[src/design/assert_macros.svh]
// ----------------------------------------------------------------------------
// assert_macros.svh
// Concurrent assertion helpers, empty when SYNTH is defined.
// ----------------------------------------------------------------------------
`ifndef ASSERT_MACROS_SVH
`define ASSERT_MACROS_SVH

`ifndef SYNTH
// antecedent in a cycle implies consequent in the same cycle
`define ASSERT_IMPL(name, clk, rst, ante, cons) \
   name: assert property (@(posedge clk) disable iff (rst) (ante) |-> (cons)) \
      else $error("concurrent assertion failed");
// antecedent in a cycle implies consequent in the next cycle
`define ASSERT_NEXT(name, clk, rst, ante, cons) \
   name: assert property (@(posedge clk) disable iff (rst) (ante) |=> (cons)) \
      else $error("concurrent assertion failed");
`else
`define ASSERT_IMPL(name, clk, rst, ante, cons)
`define ASSERT_NEXT(name, clk, rst, ante, cons)
`endif

`endif

[src/design/eps_pkg.sv]
// ----------------------------------------------------------------------------
// eps_pkg
// Constants, types and calendar helpers for the epoch to calendar converter.
// ----------------------------------------------------------------------------
package eps_pkg;

   localparam int WORK_W = 18;               // working remainder width

   localparam int SEC_PER_DAY    = 86400;
   localparam int SEC_PER_HOUR   = 3600;
   localparam int SEC_PER_MIN    = 60;
   localparam int DAYS_PER_WEEK  = 7;
   localparam int EPOCH_WEEKDAY  = 4;        // 1970-01-01 was a Thursday
   localparam int FIRST_YEAR     = 1970;
   localparam int CENTURY_NOLEAP = 2100;
   localparam int LAST_MONTH     = 11;       // December, zero based

   typedef struct packed {
      logic [WORK_W-1:0] diff;
      logic              ge;
   } sub_res_type;

   // Inputs reach only 2106, so 2100 is the one year in range that is
   // divisible by 4 but not leap (2000 is divisible by 400).
   function automatic logic is_leap(input logic [11:0] y);
      is_leap = (y[1:0] == 2'b00) && (y != 12'(CENTURY_NOLEAP));
   endfunction

   function automatic logic [8:0] year_len(input logic [11:0] y);
      year_len = is_leap(y) ? 9'd366 : 9'd365;
   endfunction

   function automatic logic [4:0] month_len(input logic leap, input logic [3:0] mon);
      logic [4:0] len;
      unique case (mon)
         4'd1:                      len = leap ? 5'd29 : 5'd28;
         4'd3, 4'd5, 4'd8, 4'd10:   len = 5'd30;
         default:                   len = 5'd31;
      endcase
      month_len = len;
   endfunction

endpackage

[src/design/eps_sub_unit.sv]
// ----------------------------------------------------------------------------
// eps_sub_unit
// Shared subtract and compare unit: a - b and a >= b.
// ----------------------------------------------------------------------------
module eps_sub_unit
   import eps_pkg::*;
(
   input  logic [WORK_W-1:0] a,
   input  logic [WORK_W-1:0] b,
   output sub_res_type       res
);

   logic [WORK_W:0] wide;

   assign wide     = {1'b0, a} - {1'b0, b};
   assign res.diff = wide[WORK_W-1:0];
   assign res.ge   = ~wide[WORK_W];

endmodule

[src/design/epoch_seconds_to_calendar.sv]
// One transfer at a time: the strobe comes once the divisions and the year and
// month search are done; busy drops in the strobe cycle, so the next transfer
// can go at the edge that ends it. One shared subtract/compare unit does the
// restoring divisions (16+5+6+14 steps), then one step per year and per month
// of the calendar search. Reset (synchronous, active high) returns the
// sequencer to idle, no strobe.
// ----------------------------------------------------------------------------
// epoch_seconds_to_calendar
// Unix epoch seconds to Gregorian date and time, iterative sequencer.
// ----------------------------------------------------------------------------
`include "assert_macros.svh"

module epoch_seconds_to_calendar
   import eps_pkg::*;
(
   input  logic        clock,
   input  logic        reset,
   input  logic        start,
   output logic        busy,
   input  logic [31:0] req_epoch_seconds,
   output logic        rsp_strobe,
   output logic [11:0] rsp_year,
   output logic [3:0]  rsp_month,
   output logic [4:0]  rsp_day_of_month,
   output logic [4:0]  rsp_hour,
   output logic [5:0]  rsp_minute,
   output logic [5:0]  rsp_second,
   output logic [2:0]  rsp_weekday,
   output logic [8:0]  rsp_day_of_year
);

   typedef enum logic [2:0] {
      ST_IDLE, ST_DAY, ST_HOUR, ST_MIN, ST_WEEK, ST_YEAR, ST_MONTH
   } state_type;

   state_type         state_ff, state_in;
   logic              strobe_ff, strobe_in;
   logic [WORK_W-1:0] rem_ff, rem_in;
   logic [15:0]       src_ff, src_in;
   logic [15:0]       days_ff, days_in;
   logic [3:0]        cnt_ff, cnt_in;
   logic [11:0]       year_ff, year_in;
   logic [3:0]        mon_ff, mon_in;
   logic              leap_ff, leap_in;
   logic [4:0]        hour_ff, hour_in;
   logic [5:0]        minute_ff, minute_in;
   logic [5:0]        second_ff, second_in;
   logic [2:0]        weekday_ff, weekday_in;
   logic [8:0]        yday_ff, yday_in;

   logic [WORK_W-1:0] op_a, op_b, kept;
   sub_res_type       sub;
   logic              last;

   eps_sub_unit u_sub (
      .a   (op_a),
      .b   (op_b),
      .res (sub)
   );

   assign last = (cnt_ff == 4'd0);
   assign kept = sub.ge ? sub.diff : op_a;

   // operand selection for the shared unit
   always_comb begin
      op_a = rem_ff;
      op_b = '0;
      unique case (state_ff)
         ST_DAY: begin
            op_a = {rem_ff[WORK_W-2:0], src_ff[15]};
            op_b = WORK_W'(SEC_PER_DAY);
         end
         ST_HOUR:  op_b = WORK_W'(SEC_PER_HOUR) << cnt_ff;
         ST_MIN:   op_b = WORK_W'(SEC_PER_MIN) << cnt_ff;
         ST_WEEK:  op_b = WORK_W'(DAYS_PER_WEEK) << cnt_ff;
         ST_YEAR:  op_b = WORK_W'(year_len(year_ff));
         ST_MONTH: op_b = WORK_W'(month_len(leap_ff, mon_ff));
         default:  op_b = '0;
      endcase
   end

   always_comb begin
      state_in   = state_ff;
      strobe_in  = 1'b0;
      rem_in     = rem_ff;
      src_in     = src_ff;
      days_in    = days_ff;
      cnt_in     = cnt_ff;
      year_in    = year_ff;
      mon_in     = mon_ff;
      leap_in    = leap_ff;
      hour_in    = hour_ff;
      minute_in  = minute_ff;
      second_in  = second_ff;
      weekday_in = weekday_ff;
      yday_in    = yday_ff;
      unique case (state_ff)
         ST_IDLE: begin
            if (start) begin
               rem_in   = WORK_W'(req_epoch_seconds[31:16]);
               src_in   = req_epoch_seconds[15:0];
               cnt_in   = 4'd15;
               year_in  = 12'(FIRST_YEAR);
               mon_in   = '0;
               state_in = ST_DAY;
            end
         end
         ST_DAY: begin
            rem_in  = kept;
            src_in  = {src_ff[14:0], 1'b0};
            days_in = {days_ff[14:0], sub.ge};
            cnt_in  = cnt_ff - 4'd1;
            if (last) begin
               cnt_in   = 4'd4;
               state_in = ST_HOUR;
            end
         end
         ST_HOUR: begin
            rem_in  = kept;
            hour_in = {hour_ff[3:0], sub.ge};
            cnt_in  = cnt_ff - 4'd1;
            if (last) begin
               cnt_in   = 4'd5;
               state_in = ST_MIN;
            end
         end
         ST_MIN: begin
            rem_in    = kept;
            minute_in = {minute_ff[4:0], sub.ge};
            cnt_in    = cnt_ff - 4'd1;
            if (last) begin
               second_in = kept[5:0];
               rem_in    = WORK_W'(days_ff) + WORK_W'(EPOCH_WEEKDAY);
               cnt_in    = 4'd13;
               state_in  = ST_WEEK;
            end
         end
         ST_WEEK: begin
            rem_in = kept;
            cnt_in = cnt_ff - 4'd1;
            if (last) begin
               weekday_in = kept[2:0];
               rem_in     = WORK_W'(days_ff);
               state_in   = ST_YEAR;
            end
         end
         ST_YEAR: begin
            if (sub.ge) begin
               rem_in  = sub.diff;
               year_in = year_ff + 12'd1;
            end else begin
               yday_in  = rem_ff[8:0];
               leap_in  = is_leap(year_ff);
               state_in = ST_MONTH;
            end
         end
         ST_MONTH: begin
            if (mon_ff != 4'(LAST_MONTH) && sub.ge) begin
               rem_in = sub.diff;
               mon_in = mon_ff + 4'd1;
            end else begin
               strobe_in = 1'b1;
               state_in  = ST_IDLE;
            end
         end
         default: state_in = ST_IDLE;
      endcase
   end

   always_ff @(posedge clock) begin
      rem_ff     <= rem_in;
      src_ff     <= src_in;
      days_ff    <= days_in;
      cnt_ff     <= cnt_in;
      year_ff    <= year_in;
      mon_ff     <= mon_in;
      leap_ff    <= leap_in;
      hour_ff    <= hour_in;
      minute_ff  <= minute_in;
      second_ff  <= second_in;
      weekday_ff <= weekday_in;
      yday_ff    <= yday_in;
      if (reset) begin
         state_ff  <= ST_IDLE;
         strobe_ff <= 1'b0;
      end else begin
         state_ff  <= state_in;
         strobe_ff <= strobe_in;
      end
   end

   assign busy             = (state_ff != ST_IDLE);
   assign rsp_strobe       = strobe_ff;
   assign rsp_year         = year_ff;
   assign rsp_month        = mon_ff + 4'd1;
   assign rsp_day_of_month = rem_ff[4:0] + 5'd1;
   assign rsp_hour         = hour_ff;
   assign rsp_minute       = minute_ff;
   assign rsp_second       = second_ff;
   assign rsp_weekday      = weekday_ff;
   assign rsp_day_of_year  = yday_ff;

   `ASSERT_IMPL(a_strobe_idle, clock, reset, strobe_ff, state_ff == ST_IDLE)
   `ASSERT_NEXT(a_accept_busy, clock, reset, start && !busy, busy && !strobe_ff)
   `ASSERT_NEXT(a_single_strobe, clock, reset, strobe_ff, !strobe_ff)
   `ASSERT_IMPL(a_month_bound, clock, reset, state_ff == ST_MONTH,
                mon_ff <= 4'(LAST_MONTH) && rem_ff < WORK_W'(366))
   `ASSERT_IMPL(a_result_range, clock, reset, strobe_ff,
                rsp_weekday < 3'd7 && rsp_hour < 5'd24 && rsp_day_of_year < 9'd366)

endmodule

[config.mk]
export PLATFORM = sky130hd
export DESIGN_NAME = epoch_seconds_to_calendar
export DESIGN_NICKNAME = d
export VERILOG_FILES = /design/src/design/eps_pkg.sv /design/src/design/eps_sub_unit.sv /design/src/design/epoch_seconds_to_calendar.sv
export VERILOG_INCLUDE_DIRS = /design/src /design/src/design
export SDC_FILE = /design/constraint.sdc
export NUM_CORES = 1
export LEC_CHECK = 0
export BUFFER_PORTS_ARGS = -buffer_cell sky130_fd_sc_hd__buf_4
export CELL_PAD_IN_SITES_DETAIL_PLACEMENT = 0
export CELL_PAD_IN_SITES_GLOBAL_PLACEMENT = 1
export CORE_AREA = 2 2 172 174
export CTS_BUF_LIST = sky130_fd_sc_hd__clkbuf_8
export DETAILED_ROUTE_END_ITERATION = 7
export DIE_AREA = 0 0 174 176
export MAX_ROUTING_LAYER = met4
export PLACE_DENSITY_LB_ADDON = 0.1
export SYNTH_ARGS = -nofsm -noshare
export SYNTH_HDL_FRONTEND = slang
export SYNTH_SLANG_ARGS = --single-unit
[constraint.sdc]
create_clock -name clock -period 6.4 [get_ports clock]
set_input_delay 0.32 -clock clock [delete_from_list [all_inputs] [get_ports clock]]
set_output_delay 0.32 -clock clock [all_outputs]
set_load 0.005 [all_outputs]
Word level (Yosys, flattened, before mapping)
Cells that the tools add are included.
W data, S select, Z words.
{"block": "totals", "latch_bits": 0, "memories": 0, "reg_bits": 104, "ram_bits": 0, "elab_cells": 104, "in_bits": 35, "romBits": 0}
{"block": "op_classes", "n_reduce_logical": 23, "mul": 0, "div": 0, "n_eq_ne": 22, "add_sub_neg": 6, "shift": 3, "n_mux": 34, "bitwise": 2, "magnitude_cmp": 0}
{"operator": "$pmux W18 S6", "n": 2}
{"operator": "$mux W18", "n": 7}
{"operator": "$pmux W16 S2", "n": 1}
{"operator": "$mux W12", "n": 2}
{"operator": "$mux W4", "n": 6}
{"operator": "$pmux W12 S2", "n": 1}
{"operator": "$mux W3", "n": 7}
{"operator": "$pmux W3 S7", "n": 1}
{"operator": "$pmux W4 S5", "n": 1}
{"operator": "$sub A18 B18 Y19", "n": 1}
{"operator": "$shl A12 B4 Y18 const A", "n": 1}
{"operator": "$shl A3 B4 Y18 const A", "n": 1}
{"operator": "$shl A6 B4 Y18 const A", "n": 1}
{"operator": "$add A16 B3 Y17 const B", "n": 1}
{"operator": "$mux W16", "n": 1}
{"operator": "$ne A2 B2 Y1 const B", "n": 8}
{"operator": "$add A12 B1 Y12 const B", "n": 1}
{"operator": "$ne A12 B12 Y1 const B", "n": 1}
{"operator": "$reduce_and A2 Y1", "n": 5}
{"operator": "$eq A3 B3 Y1 const B", "n": 3}
{"operator": "$eq A4 B4 Y1 const B", "n": 2}
{"operator": "$pmux W4 S2", "n": 1}
{"operator": "$reduce_and A7 Y1", "n": 1}
{"operator": "$eq A3 B2 Y1 const B", "n": 2}
{"operator": "other kinds (25)", "n": 32}

Logic depth before layout (Yosys ltp)
{"block": "logic_depth", "depth_word": 9, "mapped_depth": 21}

By module
Synthesis repeated with hierarchy kept, for this count alone.
{"block": "unflattened", "hier_cells": 826, "area_unflattened_um2": 7423.4}
{"module": "epoch_seconds_to_calendar", "cells_each": 683, "n_inst": 1, "area_each_um2": 6448.7, "seq_area_each_um2": 3083.0}
{"module": "eps_sub_unit", "cells_each": 143, "n_inst": 1, "area_each_um2": 974.7, "seq_area_each_um2": 0.0}

Worst setup path before layout
Ideal clock, no wire load.
{"block": "synth_path", "path_kind": "register -> register", "start": "register state_ff[2]", "end": "register rem_ff[0], enable pin", "setup_slack_ns": 1.374, "arrival_time_ns": 4.627, "path_buffers": 4, "setup_time_ns": 0.399, "path_stages_with_launch": 20, "period_less_slack_ns": 5.026, "cell_sequence": "dfxtp_1 -> clkbuf_1 -> nand3b_1 -> clkinv_1 -> clkbuf_1 -> nor3_1 -> a21oi_1 -> nor2_1 -> a31oi_1 -> o22ai_1 -> nand2_1 -> ha_1 -> nand4_1 -> or2_1 -> a2111oi_4 -> o41ai_4 -> buf_6 -> buf_4 -> a31o_2 -> a21oi_1"}
{"block": "synth_via", "elab_chain_len": 7, "word_cells_on_any_way": 18, "classes_between": "1 x add/sub; 9 x eq/ne; 2 x mux; 1 x bitwise; 5 x reduce/logical"}
{"item": "start: declaration", "line_no": "epoch_seconds_to_calendar.sv:36", "rtl": "state_type state_ff, state_in;"}
{"item": "start signal: assignment", "line_no": "epoch_seconds_to_calendar.sv:187", "rtl": "state_ff <= state_in;"}
{"item": "$eq A3 B3 Y1 (tied with other cells)", "line_no": "epoch_seconds_to_calendar.sv:68, epoch_seconds_to_calendar.sv:97"}
{"item": "$pmux W18 S6 or $mux W18 (tied branches)", "line_no": "epoch_seconds_to_calendar.sv:68", "rtl": "unique case (state_ff)"}
{"item": "$sub A18 B18 Y19", "line_no": "eps_sub_unit.sv:15", "rtl": "assign wide = {1'b0, a} - {1'b0, b};"}
{"item": "$not A1 Y1", "line_no": "eps_sub_unit.sv:17", "rtl": "assign res.ge = ~wide[WORK_W];"}
{"item": "$logic_and A1 B1 Y1", "line_no": "epoch_seconds_to_calendar.sv:158", "rtl": "if (mon_ff != 4'(LAST_MONTH) && sub.ge) begin"}
{"item": "$ne A2 B2 Y1 (no line)"}
{"item": "$reduce_and A4 Y1 (no line) *"}
{"item": "end signal: assignment", "line_no": "epoch_seconds_to_calendar.sv:171", "rtl": "rem_ff <= rem_in;"}
{"item": "end: declaration", "line_no": "epoch_seconds_to_calendar.sv:38", "rtl": "logic [WORK_W-1:0] rem_ff, rem_in;"}
Every way passes the cells marked *; elsewhere a longest branch is shown, timed or not.
A chain may end at the register's enable or synchronous reset.

Final worst setup path
{"block": "layout_path", "start": "register state_ff[1]", "end": "register rem_ff[9], enable pin"}
Same word-level chain as after synthesis.

==> impl_metrics.tcl <==
set metrics [dict create \
    status "finished, final reports clean" \
    startpoint_type "register" \
    slowest_delay_ns 0.65 \
    slowest_stage "nand2_1" \
    drt_first_pass_iters 5 \
    worst_pin_slew_ns 0.957 \
    slew_headroom_pct 36.1 \
    port-buffer-count 86 \
    finalHoldViolCount 0 \
    syn_area_per_cell_um2 9.60 \
    yosysWarnings 0 \
    htree_num_levels 3 \
    pin_count 87 \
    die_h_um 176 \
    crit_required_ns 6.49 \
    ant_nets 0 \
    finalWirelength_um 24300 \
    gr-total-overflow 0 \
    worstPathMaxFanout 20 \
    clk_latency_ns 0.41 \
    ys_ff_latch 104 \
    synth_edf_count 100 \
    hpwlAfterDp_um 18600 \
    fin_nets 884 \
    path_delay_family "simple AND/OR/NAND/NOR gates" \
    drive_gt1_share_pct 20.7 \
    drc 0 \
    setup_viol 0 \
    ys_types 75 \
    cts_tree "built" \
    syn2layout_area_growth_pct 18.6 \
    routed-via-count 6201 \
    antenna_found_initial 0 \
    end_kind "register" \
    placedCellCount 1194 \
    grt_pass1_vias 5942 \
    die_area_um2 30600 \
    maxCapViolations 0 \
    hp-class "input pin to register" \
    ys_async_sr_fraction_pct 0 \
    fillers 3041 \
    fin_area_um2 8460 \
    powerDensity_nw_per_um2 242 \
    fin_worst_skew_ns 0.0331 \
    clock_sinks 104 \
    synth_ff_type "edfxtp_1" \
    stdcell_count 1210 \
    setup_tns_ns 0 \
    postCtsSetupBuffers 0 \
    coreArea_um2 28500 \
    rsz0062_at_grt "no" \
    cts_buffers 9 \
    synth_top_area_cell "edfxtp_1" \
    leakage_nw 3.08 \
    ys_seq_area_share_pct 43.2 \
    placed_area_um2 8240 \
    grt_max_degree 29 \
    drt-initial-drc-count 585 \
    multi_input_area_um2 3770 \
    fin_crit_ns 5.38 \
    antenna_cells 0 \
    synth_top_area_share_pct 42.1 \
    cts-resized-gates 0 \
    crit_path_cell_trace "nor2_1, nand2_1, nor2_1, a21oi_1, mux2i_1, a21oi_1, o21a_1, ha_1, nand2_1, or2_1, a2111oi_4, o41ai_4, inv_2, nand2_1, o21a_1, a21oi_2, buf_4" \
    synth_fp_nets 806 \
    syn_area_um2 7140 \
    die_w_um 174 \
    track_usage_pct 16.2 \
    cts_hold_buffers 0 \
    synth_area_leaders "edfxtp_1 (42%), ha_1 (4.7%), mux2_2 (4.7%)" \
    start_util_pct 25.0 \
    period_share_pct 84.1 \
    regArea_um2 3080 \
    crit_buf_inv 2 \
    routedWlPerCell_um 20.1 \
    ir_worst_vdd_mv 0.0924 \
    slew_violations 0 \
    crit_top_cell "nand2_1" \
    cts-root-buf "clkbuf_8" \
    critical_path_class "register to register" \
    gp_congestion 0.867 \
    vias_per_cell 5.12 \
    synth_cells 743 \
    clkTransAtPathRegs_ns 0.13 \
    cts_buffer_depth 2 \
    worstPathArrival_ns 5.47 \
    max_freq_ghz 0.186 \
    rows 62 \
    grt_pass1_wl_um 37000 \
]
==> worst register-to-register path: cells and delay by family, from the launching register on <==
kind                       cells  cell delay [ns]
and+or+nand+nor                6             2.18
AOI/OAI and AO/OA              7             1.38
buffers and inverters          2             0.48
DFF                            1             0.41
adders and majority gates      1             0.35
muxes                          1             0.26
==> Yosys cell counts (10+ instances only) <==
master and count:
edfxtp_1 100, o211ai_1 14, nor2_1 59, a21oi_1 59, and3_1 10, nand2b_1 12
a31oi_1 12, xnor2_1 17, nand2_1 72, ha_1 27, clkbuf_1 24, and2_1 10
o22ai_1 10, nand3_1 21, mux2i_1 12, inv_1 26, mux2_2 30, o21ai_0 55
nor3_1 18
==> sequential cells by signal, indices dropped and copies added (netlist names), 3 cells and up <==
register and flops:
state_ff 3, src_ff 16, rsp_second 6, rsp_hour 5, mon_ff 4, rem_ff 18, rsp_minute 6, rsp_weekday 3
rsp_day_of_year 9, days_ff 16, cnt_ff 4, rsp_year 12
==> where the power goes <==
part           total (mW)  leakage, nW  switching (mW)  internal (mW)
combinational       0.725         2.01           0.429          0.296
sequential          0.868        0.960          0.0456          0.823
clock               0.458        0.110           0.292          0.166
total                2.05         3.08           0.767           1.28
==> layer usage <==
metal | global-route usage, % | part of all wire [%] | wire [um]
met1 | 21.9 | 47 | 11400
met2 | 25.0 | 46 | 11200
met3 | 2.63 | 5.1 | 1250
met4 | 5.11 | 2.1 | 522
met5 | - | 0 | 0
==> through the flow <==
stage                     hold WS (ns)  total power [mW]  utilization (%)  setup slack (ns)
after floorplan                  0.392              1.39                -              1.37
after global placement           0.441              1.61             28.9              1.19
after detailed placement         0.436              1.61             28.9              1.06
after CTS                       0.0944              2.07             29.7              1.05
after global routing             0.112              2.17             29.7             0.592
final                            0.119              2.05             29.7              1.02
==> cell type report <==
| cell class | instances | share of cell area (%) |
|---|---|---|
| inverters | 31 | 1.37 |
| well taps | 384 | 5.68 |
| clock buffers | 9 | 1.46 |
| repair buffers | 106 | 9.40 |
| clock inverters | 7 | 1.14 |
| flip-flops and latches | 104 | 36.4 |
| multi-input cells | 569 | 44.5 |
==> final timing paths <==
kind	start	end	slack (ns)	depth (start not counted)
worst max-delay path	state_ff[1]$_SDFFE_PP0P_	rem_ff[9]$_DFFE_PP_	1.02	17
worst min-delay path	reset	rsp_strobe$_SDFF_PP0_	0.12	2
worst max register to register	state_ff[1]$_SDFFE_PP0P_	rem_ff[9]$_DFFE_PP_	1.02	17
worst min register to register	rsp_hour[1]$_DFFE_PP_	rsp_hour[2]$_DFFE_PP_	0.47	0
==> cell families after synthesis <==
kind of cell               share of synthesized area (%)
buffers and inverters                               4.14
and+or+nand+nor                                     15.7
DFF                                                 43.2
muxes                                               6.63
xor gates and xnor gates                            3.19
adders and majority gates                           5.16
AOI/OAI and AO/OA                                   21.9
==> cell usage in the layout (no fill, tap or decap), drive strengths merged, types with 9 or more instances in the layout <==
master,instances
mux2i,12
xor2,9
clkbuf,9
a21oi,60
a31oi,12
nor3,18
o211ai,14
mux2,31
and3,10
xnor2,17
o22ai,10
ha,27
nand3,21
edfxtp,100
buf,106
nand2,72
o21ai,59
and2,10
nand2b,12
nor2,60
inv,32
No activity file was read; power rests on OpenSTA's default activity.
